<file path="config.mk">
export PLATFORM = sky130hd
export DESIGN_NAME = tfd_expand
export DESIGN_NICKNAME = d
export VERILOG_FILES = /design/src/rtl/texel_format_decoder_top_macros.svh /design/src/rtl/tfd_pkg.sv /design/src/rtl/tfd_expand.sv
export SDC_FILE = /design/constraint.sdc
export NUM_CORES = 1
export LEC_CHECK = 0
export BUFFER_PORTS_ARGS = -buffer_cell sky130_fd_sc_hd__buf_4
export CAP_MARGIN = 20
export CELL_PAD_IN_SITES_DETAIL_PLACEMENT = 0
export CELL_PAD_IN_SITES_GLOBAL_PLACEMENT = 2
export CORE_MARGIN = 2
export CORE_UTILIZATION = 34
export CTS_BUF_LIST = sky130_fd_sc_hd__clkbuf_4 sky130_fd_sc_hd__clkbuf_8
export CTS_CLUSTER_DIAMETER = 30
export DETAILED_ROUTE_END_ITERATION = 6
export GPL_TIMING_DRIVEN = 0
export PLACE_DENSITY = 0.95
export SLEW_MARGIN = 15
export SYNTH_ARGS = -nofsm -noshare
export SYNTH_HDL_FRONTEND = slang
export SYNTH_SLANG_ARGS = --single-unit
</file>
<file path="constraint.sdc">
create_clock -name clk_i -period 6.8 [get_ports clk_i]
set_input_delay 0.34 -clock clk_i [delete_from_list [all_inputs] [get_ports clk_i]]
set_output_delay 0.34 -clock clk_i [all_outputs]
set_load 0.01 [all_outputs]
</file>
<file path="src/rtl/texel_format_decoder_top_macros.svh">
// Assertion macros shared by the texel format decoder.
`ifndef TEXEL_FORMAT_DECODER_TOP_MACROS_SVH
`define TEXEL_FORMAT_DECODER_TOP_MACROS_SVH

// Same-cycle implication: when ante holds, cons must hold at the same edge.
`define TFD_ASSERT_IMPLY(lbl, clk, rst_n, ante, cons, msg) \
  lbl: assert property (@(posedge clk) disable iff (!rst_n) (ante) |-> (cons)) \
    else $error(msg);

// Next-cycle implication: when ante holds, cons must hold at the next edge.
`define TFD_ASSERT_NEXT(lbl, clk, rst_n, ante, cons, msg) \
  lbl: assert property (@(posedge clk) disable iff (!rst_n) (ante) |=> (cons)) \
    else $error(msg);

`endif

</file>
<file path="src/rtl/tfd_pkg.sv">
// Types, codes and channel expansion functions of the texel format decoder.
package tfd_pkg;

  localparam int unsigned CFG_IDX_W  = 2;
  localparam int unsigned CFG_DATA_W = 4;

  localparam logic [CFG_IDX_W-1:0] CFG_FORMAT  = 2'd0;
  localparam logic [CFG_IDX_W-1:0] CFG_NCC_SEL = 2'd1;

  localparam logic [31:0] UNKNOWN_TEXEL = 32'hff80_8080;

  typedef enum logic [1:0] {
    KIND_DECODE = 2'd0,
    KIND_PAL_WR = 2'd1,
    KIND_NCC_WR = 2'd2
  } kind_e;

  typedef enum logic [3:0] {
    FMT_RGB332   = 4'd0,
    FMT_Y4I2Q2   = 4'd1,
    FMT_A8       = 4'd2,
    FMT_I8       = 4'd3,
    FMT_AI8      = 4'd4,
    FMT_PAL8     = 4'd5,
    FMT_APAL8    = 4'd6,
    FMT_ARGB8332 = 4'd8,
    FMT_A8Y4I2Q2 = 4'd9,
    FMT_R5G6B5   = 4'd10,
    FMT_ARGB1555 = 4'd11,
    FMT_ARGB4444 = 4'd12,
    FMT_A8I8     = 4'd13,
    FMT_APAL88   = 4'd14
  } fmt_e;

  // Stage 1 payload: raw texel plus the table words read for it.
  typedef struct packed {
    logic [15:0] raw;
    logic [23:0] pal;
    logic [31:0] ncc;
  } lk_data_t;

  // Stage 2 payload: table words plus every expanded channel any format needs.
  typedef struct packed {
    logic [15:0] raw;
    logic [23:0] pal;
    logic [31:0] ncc;
    logic [7:0]  r332;
    logic [7:0]  g332;
    logic [7:0]  b332;
    logic [7:0]  r565;
    logic [7:0]  g565;
    logic [7:0]  b555;
    logic [7:0]  r1555;
    logic [7:0]  g1555;
    logic [31:0] apal;
  } ex_data_t;

  // floor(v * 255 / 7)
  function automatic logic [7:0] widen3(input logic [2:0] v);
    logic [7:0] res;
    case (v)
      3'd0:    res = 8'd0;
      3'd1:    res = 8'd36;
      3'd2:    res = 8'd72;
      3'd3:    res = 8'd109;
      3'd4:    res = 8'd145;
      3'd5:    res = 8'd182;
      3'd6:    res = 8'd218;
      default: res = 8'd255;
    endcase
    return res;
  endfunction

  // floor(v * 255 / 31) = 8v + floor(7v / 31); the quotient uses a 265/8192 reciprocal
  function automatic logic [7:0] widen5(input logic [4:0] v);
    logic [7:0]  t7;
    logic [15:0] prod;
    t7   = {v, 3'b000} - {3'b000, v};
    prod = 16'(t7) * 16'd265;
    return {v, 3'b000} + {5'd0, prod[15:13]};
  endfunction

  // floor(v * 255 / 63) = 4v + floor(v / 21)
  function automatic logic [7:0] widen6(input logic [5:0] v);
    logic [1:0] q;
    if (v >= 6'd63) begin
      q = 2'd3;
    end else if (v >= 6'd42) begin
      q = 2'd2;
    end else if (v >= 6'd21) begin
      q = 2'd1;
    end else begin
      q = 2'd0;
    end
    return {v, 2'b00} + {6'd0, q};
  endfunction

endpackage

</file>
<file path="src/rtl/tfd_expand.sv">
// Stage 2: expand the narrow color channels to 8 bits.
module tfd_expand (
  input  logic               clk_i,
  input  logic               rst_ni,
  input  logic               valid_i,
  input  tfd_pkg::lk_data_t  data_i,
  input  logic               en_i,
  output logic               en_o,
  output logic               valid_o,
  output tfd_pkg::ex_data_t  data_o
);

  logic              valid_q;
  logic              en;
  tfd_pkg::ex_data_t data_d;
  tfd_pkg::ex_data_t data_q;
  logic [7:0]        pr;
  logic [7:0]        pg;
  logic [7:0]        pb;

  assign en   = !valid_q || en_i;
  assign en_o = en;

  assign pr = data_i.pal[23:16];
  assign pg = data_i.pal[15:8];
  assign pb = data_i.pal[7:0];

  always_comb begin
    data_d.raw   = data_i.raw;
    data_d.pal   = data_i.pal;
    data_d.ncc   = data_i.ncc;
    data_d.r332  = tfd_pkg::widen3(data_i.raw[7:5]);
    data_d.g332  = tfd_pkg::widen3(data_i.raw[4:2]);
    data_d.b332  = {4{data_i.raw[1:0]}};
    data_d.r565  = tfd_pkg::widen5(data_i.raw[15:11]);
    data_d.g565  = tfd_pkg::widen6(data_i.raw[10:5]);
    data_d.b555  = tfd_pkg::widen5(data_i.raw[4:0]);
    data_d.r1555 = tfd_pkg::widen5(data_i.raw[14:10]);
    data_d.g1555 = tfd_pkg::widen5(data_i.raw[9:5]);
    // palette entry read as packed 6:6:6:6 alpha, red, green, blue
    data_d.apal  = {pr[7:2], pr[7:6],
                    pr[1:0], pg[7:4], pr[1:0],
                    pg[3:0], pb[7:6], pg[3:2],
                    pb[5:0], pb[5:4]};
  end

  always_ff @(posedge clk_i) begin
    if (en) begin
      data_q <= data_d;
    end
  end

  always_ff @(posedge clk_i or negedge rst_ni) begin
    if (!rst_ni) begin
      valid_q <= 1'b0;
    end else if (en) begin
      valid_q <= valid_i;
    end
  end

  assign valid_o = valid_q;
  assign data_o  = data_q;

endmodule

</file>
======== Yosys cells after proc, flatten, opt, wreduce, memory -nomap -nowiden ========
Cells that the tools add are included.
word-level totals
  flip-flop bits (word level) ............. 169
  input bits .............................. 76
  output and inout bits ................... 170
  word-level logic and storage cells ...... 50
cells by class
  add/sub/neg operators ................... 9
  multipliers ............................. 4
  order comparisons ....................... 3
  eq/ne operators ......................... 12
  mux-type cells .......................... 5
  reduce and logical (&&, ||, !) cells .... 4
operators with widths
  operator                                                                             count
  8-bit case mux with 7 select lines                                                   2
  8-bit by 9-bit multiplier with 16-bit output, second input constant                  4
  8-bit by 3-bit adder with 8-bit output                                               4
  8-bit by 5-bit subtractor with 8-bit output                                          4
  3-bit == test, second input constant                                                 6
  3-bit by 2-bit == test with 1-bit output, second input constant                      4
  6-bit greater-or-equal comparator, second input constant                             2
  8-bit by 2-bit adder with 8-bit output                                               1
  3-bit by 1-bit == test with 1-bit output, second input constant                      2
  6-bit by 5-bit greater-or-equal comparator with 1-bit output, second input constant  1
  3-bit zero test                                                                      2
  2-bit 2-to-1 mux                                                                     2
  1-bit zero test                                                                      1
  1-bit logical OR                                                                     1
  1-bit 2-to-1 mux                                                                     1

======== Logic depth before layout (Yosys ltp) ========
  depth in word-level cells ............... 5
  mapped depth ............................ 18

======== Worst setup path before layout ========
No wires, ideal clock.
  path kind ............................... input to register
  from .................................... input port data_i[69] (netlist name)
  to ...................................... register data_q (netlist bit data_o[42]) (data pin)
  setup time .............................. 267 ps
  arrival ................................. 3534 ps
  setup slack ............................. 2999 ps
  stages on the path ...................... 16
  cell sequence ........................... buf_4 inv_1 ha_1 and3b_1 o21ai_1 nand2_1 xnor2_1 ha_1 fa_1 ha_1 ha_1 a21o_1 a21o_1 a211oi_1 nor2_1 xor2_1
RTL lines
  what                  line              RTL
  start, declared       tfd_expand.sv:6   input tfd_pkg::lk_data_t data_i,
  end signal, assigned  tfd_expand.sv:49  data_q <= data_d;
  end, declared         tfd_expand.sv:16  tfd_pkg::ex_data_t data_q;

==> impl_metrics.ini <==
[global_route]
grt_usage_pct = 14.8
grt_use_met1_pct = 16.2
grt_pass1_wl_um = 21400
globalRouteMet3Util_pct = 3.56
antenna_found_initial = 0
use_met2_pct = 27.6
first_global_vias = 4135
grt_max_degree = 60
overflow = 0
grt-busiest-layer = met2

[die]
die_x_um = 137
die_area_mm2 = 0.0187
start_util_pct = 34.7
coreArea_mm2 = 0.0172
io_pins = 246
fp.dieH_um = 137
rows = 48

[final_layout]
final_area_mm2 = 0.00834
layout_commonest_cell = buf_4
nNetsFinal = 899
drive_above_1_share_pct = 48.3
final_cell_mix = buf_4 (318), ha_1 (102), edfxtp_1 (96)
area_delta_synth_final_pct = 39.5
num-fill-cells = 1538
num_antenna_cells = 0

[logic_synthesis]
synth_area_mm2 = 0.00598
yosysTopAreaCell = edfxtp_1
synth_top_area_share_pct = 48.2
synth.avg_cell_area_um2 = 13.0
synth_cell_types = 45
synth.yosys.seq_area_share_pct = 48.6
async_reset_ff_share_pct = 1.03
synthFlopType = edfxtp_1
synth_warnings = 0
synth_edf_count = 96
synth_area_leaders = edfxtp_1 (48%), ha_1 (21%), buf_4 (9.2%), xnor2_1 (3.5%), inv_1 (1.8%)
ys_ff_latch = 97
syn_nets = 641
syn-instance-count = 459

[power]
p_switching_uw = 552
p_comb_share_pct = 34.8
power.internal_mw = 1.18
power.leakage_nw = 4.03
seqPwrFrac_pct = 43.4
swShare_pct = 31.9
clkPwrFrac_pct = 21.9
vdd_ir_drop_max_mv = 0.0928
totalPowerFinal_mw = 1.73
power_density_mw_per_mm2 = 207

[drt]
ant_nets = 0
viasPerCell = 4.54
drt-total-wl_um = 14800
num_vias = 4295
dr.pass1.iters = 4
drcViolationCount = 0
drtIter0Drc = 213
route.detailed.wl_per_inst_um = 15.6

[critical_path]
r2r_setup_slack_ns = 5.20
cp-startpoint = data_i[69]
critPathArrivalTime_ns = 4.10
cp.depth = 17
cp-end-kind = flop
cpPeakStageDelay_ns = 0.43
r2r_start = valid_o
r2r-end = data_o[161]
cp_top_family = adder cells
rr_worst_depth = 2
cp_data_required_time_ns = 6.92
cp_slowest_cell = fa_1
crit_path_cell_trace = buf_4, buf_4, inv_1, ha_1, and3b_1, o21ai_1, nand2_1, xnor2_1, ha_1, fa_1, ha_1, ha_1, a21o_1, a21o_1, a211oi_1, nor2_1, xor2_1
crit_path_start_kind = input port
setup.worst_path.end = data_o[42]
cp_max_fo = 9
crit_top_cell = ha_1
critPathBufInv = 3
setup.worst_path.class = in2reg

[clock_network]
clock_latency_ns = 0.38
ctsResizeCount = 0
path_clk_slew_ns = 0.11
clock_sink_count = 97
clk_path_buf_depth = 2
cts_hold_buf = 1
ctsRootBufferMaster = clkbuf_8
cts_setup_buffers = 0
cts_made_buffers = 9
cts_tree = yes
htree_levels = 3

[timing]
relSlewSlack_pct = 59.3
worst_pin_slew_ns = 0.611
finalCriticalPeriod_ns = 3.99
clock.fmax_mhz = 251
rsz0062_at_grt = false
setup_violations = 0
slew_viol_final = 0
hold_viol_final = 0
fin_skew_ns = 0.0207
setup_tns_ns = 0
finalCritPeriodShare_pct = 58.6

[place]
dpl_cell_area_mm2 = 0.00814
dp_hpwl_um = 12200
gp_congestion = 0.833
numPortBuffers = 245

[min_path]
hold_class = in2reg

[run_status]
status = finished clean

[flow_run]
maxCapViolations = 0
==> cell families (layout without fill, tap and decap cells) <==
| group | count (synthesis) | count (layout) | synth area share, % |
|---|---|---|---|
| buf+inv | 108 | 371 | 11.5 |
| simple gates | 53 | 53 | 5.15 |
| fa+ha+maj | 106 | 106 | 22.7 |
| compound gates | 60 | 60 | 6.92 |
| xor+xnor | 35 | 35 | 5.12 |
| flops | 97 | 97 | 48.6 |
==> layout make-up <==
| cell class | instances | area, um^2 | share of cell area (%) |
|---|---|---|---|
| Buffer | 79 | 581 | 6.96 |
| Clock buffer | 9 | 124 | 1.48 |
| Clock inverter | 7 | 72.6 | 0.870 |
| Inverter | 29 | 109 | 1.30 |
| Multi-Input combinational cell | 254 | 2390 | 28.7 |
| Sequential cell | 97 | 2910 | 34.8 |
| Tap cell | 225 | 282 | 3.37 |
| Timing Repair Buffer | 247 | 1880 | 22.5 |
==> sequential cells by signal, indices dropped and copies added, names as in the netlist <==
register and count:
data_o 96, valid_o 1
==> cell usage after synthesis (2+ instances only) <==
master / number
a21o_1: 10
xnor2_1: 24
nor3_1: 8
o211ai_1: 2
a31oi_1: 7
buf_2: 2
fa_1: 4
nor4b_1: 2
nand4_1: 7
o21ai_0: 8
o21ai_1: 10
ha_1: 102
and3_1: 3
xor2_1: 11
a211oi_1: 2
nand2_1: 11
inv_1: 28
a211oi_2: 4
buf_4: 73
nand2b_1: 4
nor2b_1: 3
edfxtp_1: 96
nor4_1: 2
clkbuf_1: 3
nor2_1: 3
a21oi_1: 10
nand3_1: 2
==> stage by stage <==
step                setup slack [ns]  instances  hold WS, ns  utilization (%)
floorplan                       3.00        459       0.0444                -
global placement                2.34        929        0.116             47.0
detailed placement              2.43        930        0.115             47.2
CTS                             2.85        947        0.100             48.4
global route                    2.60        947       0.0979             48.4
finish                          2.81        947        0.127             48.4
==> metal layers <==
metal	share of wire, %	up-vias
met5	0	-
li1	-	2112
met4	1.6	0
met1	37	2031
met2	55	136
met3	7.2	16
==> power groups by stage <==
stage	sequential [mW]	clock, mW	combinational (mW)
6_report	0.749	0.378	0.601
5_1_grt	0.755	0.412	0.673
4_1_cts	0.751	0.394	0.611
3_5_place_dp	0.764	0	0.607
3_3_place_gp	0.766	0	0.582
2_1_floorplan	0.791	0	0.327
==> worst min-delay path by stage <==
stage,cells after the start,to,startpoint
CTS,1,data_o[101],data_i[5]
detailed placement,1,valid_o,rst_ni
floorplan,0,valid_o,rst_ni
finish,1,data_o[144],data_i[48]
global placement,1,valid_o,rst_ni
global route,1,data_o[129],data_i[33]
Power figures use the tool's default switching activity.
