### src/rtl/texel_format_decoder_top_macros.svh
// Assertion macros shared by the texel format decoder.
`ifndef TEXEL_FORMAT_DECODER_TOP_MACROS_SVH
`define TEXEL_FORMAT_DECODER_TOP_MACROS_SVH

// Same-cycle implication: when ante holds, cons must hold at the same edge.
`define TFD_ASSERT_IMPLY(lbl, clk, rst_n, ante, cons, msg) \
  lbl: assert property (@(posedge clk) disable iff (!rst_n) (ante) |-> (cons)) \
    else $error(msg);

// Next-cycle implication: when ante holds, cons must hold at the next edge.
`define TFD_ASSERT_NEXT(lbl, clk, rst_n, ante, cons, msg) \
  lbl: assert property (@(posedge clk) disable iff (!rst_n) (ante) |=> (cons)) \
    else $error(msg);

`endif

### src/rtl/tfd_pkg.sv
// Types, codes and channel expansion functions of the texel format decoder.
package tfd_pkg;

  localparam int unsigned CFG_IDX_W  = 2;
  localparam int unsigned CFG_DATA_W = 4;

  localparam logic [CFG_IDX_W-1:0] CFG_FORMAT  = 2'd0;
  localparam logic [CFG_IDX_W-1:0] CFG_NCC_SEL = 2'd1;

  localparam logic [31:0] UNKNOWN_TEXEL = 32'hff80_8080;

  typedef enum logic [1:0] {
    KIND_DECODE = 2'd0,
    KIND_PAL_WR = 2'd1,
    KIND_NCC_WR = 2'd2
  } kind_e;

  typedef enum logic [3:0] {
    FMT_RGB332   = 4'd0,
    FMT_Y4I2Q2   = 4'd1,
    FMT_A8       = 4'd2,
    FMT_I8       = 4'd3,
    FMT_AI8      = 4'd4,
    FMT_PAL8     = 4'd5,
    FMT_APAL8    = 4'd6,
    FMT_ARGB8332 = 4'd8,
    FMT_A8Y4I2Q2 = 4'd9,
    FMT_R5G6B5   = 4'd10,
    FMT_ARGB1555 = 4'd11,
    FMT_ARGB4444 = 4'd12,
    FMT_A8I8     = 4'd13,
    FMT_APAL88   = 4'd14
  } fmt_e;

  // Stage 1 payload: raw texel plus the table words read for it.
  typedef struct packed {
    logic [15:0] raw;
    logic [23:0] pal;
    logic [31:0] ncc;
  } lk_data_t;

  // Stage 2 payload: table words plus every expanded channel any format needs.
  typedef struct packed {
    logic [15:0] raw;
    logic [23:0] pal;
    logic [31:0] ncc;
    logic [7:0]  r332;
    logic [7:0]  g332;
    logic [7:0]  b332;
    logic [7:0]  r565;
    logic [7:0]  g565;
    logic [7:0]  b555;
    logic [7:0]  r1555;
    logic [7:0]  g1555;
    logic [31:0] apal;
  } ex_data_t;

  // floor(v * 255 / 7)
  function automatic logic [7:0] widen3(input logic [2:0] v);
    logic [7:0] res;
    case (v)
      3'd0:    res = 8'd0;
      3'd1:    res = 8'd36;
      3'd2:    res = 8'd72;
      3'd3:    res = 8'd109;
      3'd4:    res = 8'd145;
      3'd5:    res = 8'd182;
      3'd6:    res = 8'd218;
      default: res = 8'd255;
    endcase
    return res;
  endfunction

  // floor(v * 255 / 31) = 8v + floor(7v / 31); the quotient uses a 265/8192 reciprocal
  function automatic logic [7:0] widen5(input logic [4:0] v);
    logic [7:0]  t7;
    logic [15:0] prod;
    t7   = {v, 3'b000} - {3'b000, v};
    prod = 16'(t7) * 16'd265;
    return {v, 3'b000} + {5'd0, prod[15:13]};
  endfunction

  // floor(v * 255 / 63) = 4v + floor(v / 21)
  function automatic logic [7:0] widen6(input logic [5:0] v);
    logic [1:0] q;
    if (v >= 6'd63) begin
      q = 2'd3;
    end else if (v >= 6'd42) begin
      q = 2'd2;
    end else if (v >= 6'd21) begin
      q = 2'd1;
    end else begin
      q = 2'd0;
    end
    return {v, 2'b00} + {6'd0, q};
  endfunction

endpackage

### src/rtl/tfd_out_if.sv
// Output channel of the texel format decoder: decoded ARGB words.
interface tfd_out_if;
  logic        valid;
  logic        ready;
  logic [31:0] texel_word;

  modport source (
    output valid, texel_word,
    input  ready
  );
  modport sink (
    input  valid, texel_word,
    output ready
  );
endinterface

### src/rtl/tfd_pack.sv
// Stage 3: select the ARGB word for the format and hold it in the output register.
module tfd_pack (
  input  logic               clk_i,
  input  logic               rst_ni,
  input  tfd_pkg::fmt_e      fmt_i,
  input  logic               valid_i,
  input  tfd_pkg::ex_data_t  data_i,
  output logic               en_o,
  tfd_out_if.source          out_o
);

  logic        valid_q;
  logic        en;
  logic [31:0] word_d;
  logic [31:0] word_q;
  logic [7:0]  lo;
  logic [7:0]  hi;

  assign en   = !valid_q || out_o.ready;
  assign en_o = en;
  assign lo   = data_i.raw[7:0];
  assign hi   = data_i.raw[15:8];

  always_comb begin
    unique case (fmt_i)
      tfd_pkg::FMT_RGB332:   word_d = {8'hff, data_i.r332, data_i.g332, data_i.b332};
      tfd_pkg::FMT_Y4I2Q2:   word_d = data_i.ncc;
      tfd_pkg::FMT_A8:       word_d = {lo, lo, lo, lo};
      tfd_pkg::FMT_I8:       word_d = {8'hff, lo, lo, lo};
      tfd_pkg::FMT_AI8:      word_d = {lo[7:4], lo[7:4], {6{lo[3:0]}}};
      tfd_pkg::FMT_PAL8:     word_d = {8'hff, data_i.pal};
      tfd_pkg::FMT_APAL8:    word_d = data_i.apal;
      tfd_pkg::FMT_ARGB8332: word_d = {hi, data_i.r332, data_i.g332, data_i.b332};
      tfd_pkg::FMT_A8Y4I2Q2: word_d = {hi, data_i.ncc[23:0]};
      tfd_pkg::FMT_R5G6B5:   word_d = {8'hff, data_i.r565, data_i.g565, data_i.b555};
      tfd_pkg::FMT_ARGB1555: word_d = {{8{data_i.raw[15]}}, data_i.r1555, data_i.g1555,
                                       data_i.b555};
      tfd_pkg::FMT_ARGB4444: word_d = {data_i.raw[15:12], data_i.raw[15:12],
                                       data_i.raw[11:8],  data_i.raw[11:8],
                                       data_i.raw[7:4],   data_i.raw[7:4],
                                       data_i.raw[3:0],   data_i.raw[3:0]};
      tfd_pkg::FMT_A8I8:     word_d = {hi, lo, lo, lo};
      tfd_pkg::FMT_APAL88:   word_d = {hi, data_i.pal};
      default:               word_d = tfd_pkg::UNKNOWN_TEXEL;
    endcase
  end

  always_ff @(posedge clk_i) begin
    if (en) begin
      word_q <= word_d;
    end
  end

  always_ff @(posedge clk_i or negedge rst_ni) begin
    if (!rst_ni) begin
      valid_q <= 1'b0;
    end else if (en) begin
      valid_q <= valid_i;
    end
  end

  assign out_o.valid      = valid_q;
  assign out_o.texel_word = word_q;

endmodule

### src/flat_wrapper.sv
// flat-port wrapper written by rule: the top's interface ports become plain ports
module tfd_pack_flat 
  (clk_i, rst_ni, fmt_i, valid_i, data_i, en_o, out_o_valid, out_o_texel_word, out_o_ready);
  tfd_out_if out_o_i ();
  input  logic clk_i;
  input  logic rst_ni;
  input  tfd_pkg::fmt_e fmt_i;
  input  logic valid_i;
  input  tfd_pkg::ex_data_t data_i;
  output logic en_o;
  output wire logic [$bits(out_o_i.valid)-1:0] out_o_valid;
  output wire logic [$bits(out_o_i.texel_word)-1:0] out_o_texel_word;
  input wire logic [$bits(out_o_i.ready)-1:0] out_o_ready;
  assign out_o_valid = out_o_i.valid;
  assign out_o_texel_word = out_o_i.texel_word;
  assign out_o_i.ready = out_o_ready;
  tfd_pack u_core (.clk_i(clk_i), .rst_ni(rst_ni), .fmt_i(fmt_i), .valid_i(valid_i), .data_i(data_i), .en_o(en_o), .out_o(out_o_i));
endmodule
### config.mk
export PLATFORM = sky130hd
export DESIGN_NAME = tfd_pack_flat
export DESIGN_NICKNAME = d
export VERILOG_FILES = /design/src/rtl/texel_format_decoder_top_macros.svh /design/src/rtl/tfd_pkg.sv /design/src/rtl/tfd_out_if.sv /design/src/rtl/tfd_pack.sv /design/src/flat_wrapper.sv
export SDC_FILE = /design/constraint.sdc
export NUM_CORES = 1
export LEC_CHECK = 0
export BUFFER_PORTS_ARGS = -buffer_cell sky130_fd_sc_hd__buf_2
export CAP_MARGIN = 20
export CORE_MARGIN = 1
export CORE_UTILIZATION = 40
export DETAILED_ROUTE_END_ITERATION = 8
export GPL_TIMING_DRIVEN = 0
export PLACE_DENSITY = 0.89
export SLEW_MARGIN = 10
export SYNTH_ARGS = -nofsm -noshare
export SYNTH_HDL_FRONTEND = slang
export SYNTH_SLANG_ARGS = --single-unit
### constraint.sdc
create_clock -name clk_i -period 1.4 [get_ports clk_i]
set_input_delay 0.14 -clock clk_i [delete_from_list [all_inputs] [get_ports clk_i]]
set_output_delay 0.14 -clock clk_i [all_outputs]
set_load 0.02 [all_outputs]
After elaboration in Yosys (flattened, before gate mapping) --
Index checks and enable logic that the tools add are counted.
Word-level totals: flip-flop bits (word level) 33, memory bits (writable) 0, latch bits 0, bits of input ports 176, word-level logic and storage cells 19, memories 0, ROM bits 0
Cells by class: $mul 0, reduce and logical (&&, ||, !) cells 3, add/sub/neg operators 0, bitwise gates (word level) 0, div/mod/pow operators 0, magnitude comparators 0, shifts and indexed selects 0, multiplexer cells 1, eq/ne operators 13
Operators by type and width (count):
- 32-bit case mux with 14 select lines | 1
- 4-bit equality test (second input constant) | 7
- 4-bit by 3-bit equality test with 1-bit output (second input constant) | 3
- 4-bit by 2-bit equality test with 1-bit output (second input constant) | 2
- 4-bit by 1-bit equality test with 1-bit output (second input constant) | 1
- 4-bit zero test | 1
- 1-bit zero test | 1
- 1-bit logical OR | 1

Longest topological paths before layout --
Gate-level depths: netlist of run 1.
depth in word-level cells 2, depth in mapped cells 7, gate-level depth less buffers 4

Worst setup path after synthesis of run 1 --
No wires, ideal clock.
path type register -> register, start point register u_core.valid_q (netlist: u_core.out_o.valid), end point register u_core.word_q[0] (netlist: u_core.out_o.texel_word[0]), enable pin, stages on the path, launching flop included 2, library setup time 402 ps, arrival time 1378 ps, slack -380 ps, clock period less this slack 1780 ps, buffers on the path 0, path through dfrtp_1 nand2b_1
On the way: longest elaborated chain between the ends 2
RTL lines:
- start, declared | RTL line tfd_pack.sv:12 | logic valid_q;
- start signal, assigned | RTL line tfd_pack.sv:58 | valid_q <= valid_i;
- 1-bit zero test | RTL line tfd_pack.sv:19 | assign en = !valid_q || out_o.ready;
- 1-bit logical OR | RTL line tfd_pack.sv:19
- via en_o | RTL line flat_wrapper.sv:10 | output logic en_o;
- end signal, assigned | RTL line tfd_pack.sv:50 | word_q <= word_d;
- end, declared | RTL line tfd_pack.sv:15 | logic [31:0] word_q;
The timed path passes the listed nets, and every way through them passes these cells. A chain may end at the register's enable or synchronous reset.

Worst setup path in the final report of run 1 --
start point input port fmt_i[2], end point register u_core.word_q[16] (netlist: u_core.out_o.texel_word[16]) (data pin)
On the way: longest elaborated chain between the ends 2, elaborated cells between the ends (all ways) 15
RTL lines:
- start, declared | RTL line flat_wrapper.sv:7 | input tfd_pkg::fmt_e fmt_i;
- 4-bit equality test (tied with other cells) | RTL line tfd_pack.sv:25 | unique case (fmt_i)
- 32-bit case mux with 14 select lines (*) | RTL line tfd_pack.sv:25
- via u_core.word_d[16] | RTL line tfd_pack.sv:14 | logic [31:0] word_d;
Mark *: on every way through the listed nets, which the timed path passes. The rest lies on a longest branch.

==> summary.txt, run 1 <==
Relative slew slack: 55.8%
Leading area contributor after synthesis: edfxtp_1
Hold Slack: 0.0364 ns
Core area: 0.00822 sq mm
Worst Skew: 0.00387 ns
Num Clock Sinks: 33
Synth Instances: 383
Data required, critical path: 1.42 ns
Largest net degree at the start of global routing: 18
Vias/cell: 6.90
Rows: 33
Critical-path top delay cell: a2111o_1
Bufs and invs on worst path: 3
DR WL/cell: 25.7 microns
RSZ-0062 raised after global routing: yes
Synthesized flop and latch total: 33
Final period util: 104%
DR iter-0 viols: 617
Count leader, synth: edfxtp_1
CP Capture Type: flip-flop
Syn avg cell area: 8.86 sq um
Seq/Total Area, Yosys: 29.1%
Max-slew violation count: 0
Total GRT Usage: 40.1%
Min Clock Period, post-route: 1.45 ns
Critical path, cell by cell: buf_6, buf_8, buf_2, and4b_1, a31oi_1, o21ai_0, a2111o_1
Initial antenna violation count: 0
Starting Density: 41.3%
Fraction of layout cells with a size suffix above 1: 55.2%
Routed Antenna Nets: 0
Io pins: 210
Number of global-route vias before repair: 4,760
Worst Setup Path Type: primary input to flip-flop
Crit start category: primary input
Setup Total Neg Slack: -0.123 ns
Maxcap violations: 0
Synth Warn #: 0
I/O Buffers: 208
# fillers: 678
Fmax: 690 MHz
Cell Area, Synth: 0.00339 sq mm
EDFF count, synth: 32
Multi-input logic area: 0.00241 sq mm
Arr. time, crit path: 1.47 ns
Die X: 94.1 microns
Max Root-Sink Buffers: 2
Biggest cell delay along the critical path: 0.40 ns
Yosys cell types: 58
PD cells: 727 mW/mm^2
Dpl hpwl: 13,200 microns
RePlAce Congestion: 1.05
Die H: 94.1 microns
Final Hold Viols: 0
CTS Buf Count: 5
GRT overflow: 0
Failing checks: design-rule violations, negative setup slack
PnR worst setup slack: -0.0500 ns
Root buf cell: clkbuf_8
Post-synth top area share: 28.3%
Leakage: 2.43 nW
Post-DP Area: 0.00465 sq mm
CP delay by family, top: compound AO/OA/AOI/OAI gates
Total wire length: 18,900 microns
Clock transition at path regs: 0.07 ns
Outcome: complete, but fails checks
Ys flop type: edfxtp_1
Final Power: 4.02 mW
Async SR Flop Fraction: 3.03%
Vias: 5,070
Nets@finish: 805
Clk_lat worst skew: 0.29 ns
Final Cell Area: 0.00554 sq mm
Hold crit path type: primary input to flip-flop
Synth top cells by count: 32 x edfxtp_1, 30 x a22oi_1, 28 x nand3_1, 26 x buf_2, 25 x a32oi_1
Setup violators final: 5
First drt pass iteration count: 7
Synth area leaders: edfxtp_1 28%, a22oi_1 6.6%, a32oi_1 6.5%, a22o_1 5.9%, nand3_1 4.1%
Layout area overhead: 63.2%
Post-route DRC: 1
ANT cells: 0
Max FO, Critical Path: 10
Die area: 0.00885 sq mm
Worst slew pin tran: 0.660 ns
Global-route wire length before repair: 26,000 microns
Maximum VDD drop: 0.000375 V
Reg area: 986 sq um
H-tree depth: 2
CTS tree: yes
Syn nets: 559
per-stage QoR:
| step | worst slack, ns | utilization, % | cells |
|---|---|---|---|
| finish | -0.0500 | 67.4 | 735 |
| global route | -0.0872 | 67.4 | 735 |
| CTS | -0.0651 | 62.1 | 715 |
| detailed placement | -0.575 | 56.5 | 696 |
| global placement | -0.587 | 56.5 | 696 |
| floorplan | -0.110 | - | 383 |
power by group:
group | switching (mW) | internal, mW
sequential | 0.0322 | 1.24
combinational | 1.00 | 0.786
clock | 0.378 | 0.581
total | 1.41 | 2.61
final timing paths:
kind | startpoint | endpoint | slack [ns] | depth (start not counted)
min | valid_i | u_core.out_o.valid$_DFFE_PN0P_ | 0.04 | 2
min in group asynchronous | rst_ni | u_core.out_o.valid$_DFFE_PN0P_ | 0.15 | 2
max reg2reg | u_core.out_o.valid$_DFFE_PN0P_ | u_core.out_o.texel_word[26]$_DFFE_PP_ | 0.23 | 1
min reg2reg | u_core.out_o.valid$_DFFE_PN0P_ | u_core.out_o.texel_word[15]$_DFFE_PP_ | 0.88 | 2
max in group asynchronous | rst_ni | u_core.out_o.valid$_DFFE_PN0P_ | 1.16 | 2
max | fmt_i[2] | u_core.out_o.texel_word[16]$_DFFE_PP_ | -0.05 | 7
per-layer routing:
layer	vias up	track usage, %	wire length (microns)
met5	-	0	0
met4	0	21.5	1210
met3	134	11.6	2670
met2	529	64.8	8450
met1	2311	47.7	6580
li1	2096	-	-
timing repair:
item | 4_1_cts | 5_1_grt
hold buffers | 1 | 0
hold endpoints to repair | 1 | 0
buffers inserted | 11 | 19
resized for setup | 70 | 49
endpoints found under the setup margin | 33 | 24
gates cloned | 2 | 3
pin swaps | 5 | 12
area by class of cell:
class                      instances  area share [%]
buffer                            42            7.82
clock buffer                       7            1.56
clock inverter                     1           0.542
inverter                           8           0.814
multi-input combinational        296            43.5
sequential                        33            17.8
tap                              105            2.37
timing repair buffer             243            25.5
kinds of logic (layout without fill, tap and decap cells):
group           after synthesis  count (layout)  share of synthesized area, %
compound gates              180             180                          41.9
buf+inv                      55             301                          8.48
flops                        33              33                          29.1
mux                          12              12                          3.76
simple gates                103             104                          16.7
sequential cells by signal (all words and copies together) (netlist names):
| signal | cells |
|---|---|
| u_core.out_o.texel_word | 32 |
| u_core.out_o.valid | 1 |
cells in the final DEF, fill, tap and decap left out, types with 7 or more instances in the layout:
master      n
buf_8       9
a22o_1     23
nand3_1    27
nor2_1      8
a32o_1      7
clkbuf_8    8
edfxtp_1   32
buf_6       9
nand2b_1    8
o211ai_1   12
a21oi_1    16
buf_2     209
nand2_1    16
a22oi_1    22
buf_4      37
a32oi_1    22
a22oi_2     8
Note: power is estimated with default switching activity, not from simulation.
==> run 2: changes to the inputs <==
--- a/config.mk
+++ b/config.mk
@@ -5,6 +5,7 @@
 export SDC_FILE = /design/constraint.sdc
 export NUM_CORES = 1
 export LEC_CHECK = 0
+export ABC_AREA = 1
 export BUFFER_PORTS_ARGS = -buffer_cell sky130_fd_sc_hd__buf_2
 export CAP_MARGIN = 20
 export CORE_MARGIN = 1
==> summary.txt, run 2 <==
Leading area contributor after synthesis: nand2_1
Starting Density: 42.1% (+0.86 points)
Final Hold Viols: 0 (unchanged)
Min Clock Period, post-route: 1.34 ns (-0.107 ns)
EDFF count, synth: 32 (unchanged)
Non-Filler Instances: 956 (+30%)
Die H: 96.0 microns (+2.0%)
Routed Antenna Nets: 0 (unchanged)
H-tree depth: 2 (unchanged)
Die area: 0.00921 sq mm (+4.0%)
Setup violators final: 0 (-5)
Commonest non-fill, non-tap cell in the layout: nand2_1
Synthesized flop and latch total: 33 (unchanged)
Crit start category: flip-flop
Critical-path top delay cell: dfrtp_1
CP Capture Type: primary output
Hold Path Depth: 3 (+1)
Maximum VDD drop: 0.000452 V (+20%)
Dpl cells: 942 (+35%)
Seq/Total Area, Yosys: 27.9% (-1.2 points)
Clock transition at path regs: 0.07 ns (about the same)
Leakage: 2.88 nW (+18%)
Num Clock Sinks: 33 (unchanged)
Post-route DRC: 0 (-1)
Maxcap violations: 0 (unchanged)
Vias: 5,142 (+1.4%)
Count leader, synth: nand2_1
Synth Instances: 630 (+64%)
Io pins: 210 (unchanged)
Vias/cell: 5.38 (-22%)
CP delay by family, top: flip-flops
CTS Buf Count: 5 (unchanged)
Relative slew slack: 58.4% (+2.6 points)
Data required, critical path: 1.26 ns (-0.16 ns)
Global-route wire length before repair: 22,800 microns (-12%)
Bufs and invs on worst path: 1 (-2)
Critical path, cell by cell: nand2_8, buf_2
Clk_lat worst skew: 0.29 ns (about the same)
Fmax: 745 MHz (+8.0%)
Layout area overhead: 39.1%
Fraction of layout cells with a size suffix above 1: 31.6% (-24 points)
Syn nets: 806 (+44%)
DR WL/cell: 16.3 microns (-37%)
Post-synth top area share: 34.0% (+5.7 points)
# fillers: 891 (+31%)
Synth area leaders: nand2_1 34%, edfxtp_1 27%, nand3_1 16%, nor2_1 7.9%, buf_2 2.1%
Worst Setup Path Type: flip-flop to primary output
PD cells: 686 mW/mm^2 (-5.5%)
Max Root-Sink Buffers: 2 (unchanged)
CTS tree: yes
Biggest cell delay along the critical path: 0.51 ns (+0.11 ns)
Most frequent cells in the layout: 318 x nand2_1, 220 x buf_2, 111 x nand3_1
R2r setup slk: 0.32 ns (+0.09 ns)
RePlAce Congestion: 0.959 (-8.6%)
Hold crit path type: primary input to flip-flop
Reg area: 986 sq um (unchanged)
Final Power: 3.37 mW (-16%)
Initial antenna violation count: 1 (+1)
Worst slew pin tran: 0.624 ns (-0.0355 ns)
Die X: 96.0 microns (+2.0%)
Max FFs per register: 32 (unchanged)
Final period util: 95.9% (-7.7 points)
Hold Path End: u_core.out_o.valid$_DFFE_PN0P_
HP Start: valid_i
Worst R2R End: u_core.out_o.texel_word[6]$_DFFE_PP_
Arr. time, crit path: 1.20 ns (-0.27 ns)
Rows: 33 (unchanged)
DR iter-0 viols: 558 (-9.6%)
Async SR Flop Fraction: 3.03% (unchanged)
Syn avg cell area: 5.61 sq um (-37%)
Dpl hpwl: 11,900 microns (-9.2%)
Worst Skew: 0.00779 ns (+0.00391 ns)
GRT overflow: 0 (unchanged)
I/O Buffers: 207 (-0.48%)
Max-slew violation count: 0 (unchanged)
Outcome: finished, final reports clean
Cell Area, Synth: 0.00353 sq mm (+4.1%)
Synth Warn #: 0 (unchanged)
First drt pass iteration count: 6 (-1)
Max FO, Critical Path: 17 (+7)
Worst r2r src: u_core.out_o.valid$_DFFE_PN0P_
Total wire length: 15,600 microns (-18%)
Total GRT Usage: 33.2% (-6.9 points)
Nets@finish: 1,025 (+27%)
Number of global-route vias before repair: 4,629 (-2.8%)
RSZ-0062 raised after global routing: yes
Register-to-Register Path Depth: 1 (unchanged)
Root buf cell: clkbuf_8
Multi-input logic area: 0.00240 sq mm (-0.31%)
Synth top cells by count: 320 x nand2_1, 112 x nand3_1, 74 x nor2_1, 32 x edfxtp_1, 17 x inv_1
Yosys cell types: 26 (-55%)
Ys flop type: edfxtp_1
Core area: 0.00838 sq mm (+2.0%)
Largest net degree at the start of global routing: 35 (+17)
==> run 2: cell count changes after synthesis, moves of 23 or more <==
| cell | previous run | this run |
|---|---|---|
| a32oi_1 | 25 | 0 |
| nand3_1 | 28 | 112 |
| a22o_1 | 23 | 0 |
| nor2_1 | 11 | 74 |
| nand2_1 | 16 | 320 |
| a22oi_1 | 30 | 0 |
==> run 2: cell families (layout without fill, tap and decap cells) <==
kind of cell | after synthesis | count (layout) | synth area share (%)
buffers and inverters | 46 | 265 | 6.06
other | 0 | 1 | 0
flip-flops | 33 | 33 | 27.9
AND/OR/NAND/NOR | 530 | 531 | 62.8
AO/OA/AOI/OAI | 21 | 21 | 3.19
==> run 2: what timing repair did <==
| item | CTS | global route |
|---|---|---|
| buffers inserted | 0 | 3 |
| hold buffers | 1 | 0 |
| gates cloned | 0 | 1 |
| gates resized for setup | 3 | 12 |
| endpoints found under the setup margin | 35 | 31 |
| pin swaps | 0 | 2 |
| endpoints found under the hold margin | 1 | 0 |
==> run 2: area by class of cell <==
cell class | count | area share (%)
buffer | 23 | 2.70
inverter | 23 | 1.83
clock inverter | 1 | 0.102
multi-input combinational | 552 | 48.9
tap | 105 | 2.67
sequential | 33 | 20.1
clock buffer | 7 | 1.96
antenna | 1 | 0.0509
timing repair buffer | 211 | 21.7
==> run 2: report_power, final <==
group,internal (mW),switching [mW]
clock,0.446,0.408
sequential,1.26,0.0381
combinational,0.449,0.778
==> run 2: per-layer routing <==
layer | vias up | track usage, % | part of all wire (%)
li1 | 2472 | - | -
met1 | 2276 | 43.6 | 40
met2 | 352 | 55.5 | 45
met3 | 42 | 5.92 | 11
met4 | 0 | 9.70 | 2.8
met5 | - | 0 | 0
==> run 2: how the worst max path moves through the flow <==
stage          slack (ns)                                     to  depth (start not counted)                      startpoint
3_3_place_gp        -0.31  u_core.out_o.texel_word[28]$_DFFE_PP_                          7                        fmt_i[3]
2_1_floorplan        0.05   u_core.out_o.texel_word[0]$_DFFE_PP_                          1  u_core.out_o.valid$_DFFE_PN0P_
6_report             0.06                                   en_o                          2  u_core.out_o.valid$_DFFE_PN0P_
5_1_grt             -0.01   u_core.out_o.texel_word[1]$_DFFE_PP_                          9                        fmt_i[1]
4_1_cts              0.02  u_core.out_o.texel_word[30]$_DFFE_PP_                          7                        fmt_i[3]
3_5_place_dp        -0.31  u_core.out_o.texel_word[30]$_DFFE_PP_                          7                        fmt_i[3]
==> run 2: through the flow <==
stage	instance area, sq um	util (%)	setup TNS, ns	setup WS, ns	hold WS (ns)
global route	4910	58.6	-0.0203	-0.0143	0.0653
floorplan	3530	-	0	0.0526	-0.156
finish	4910	58.6	0	0.0571	0.0424
global placement	4700	56.1	-7.80	-0.311	-0.0849
CTS	4830	57.6	0	0.0218	0.0424
detailed placement	4700	56.1	-8.52	-0.309	-0.0851
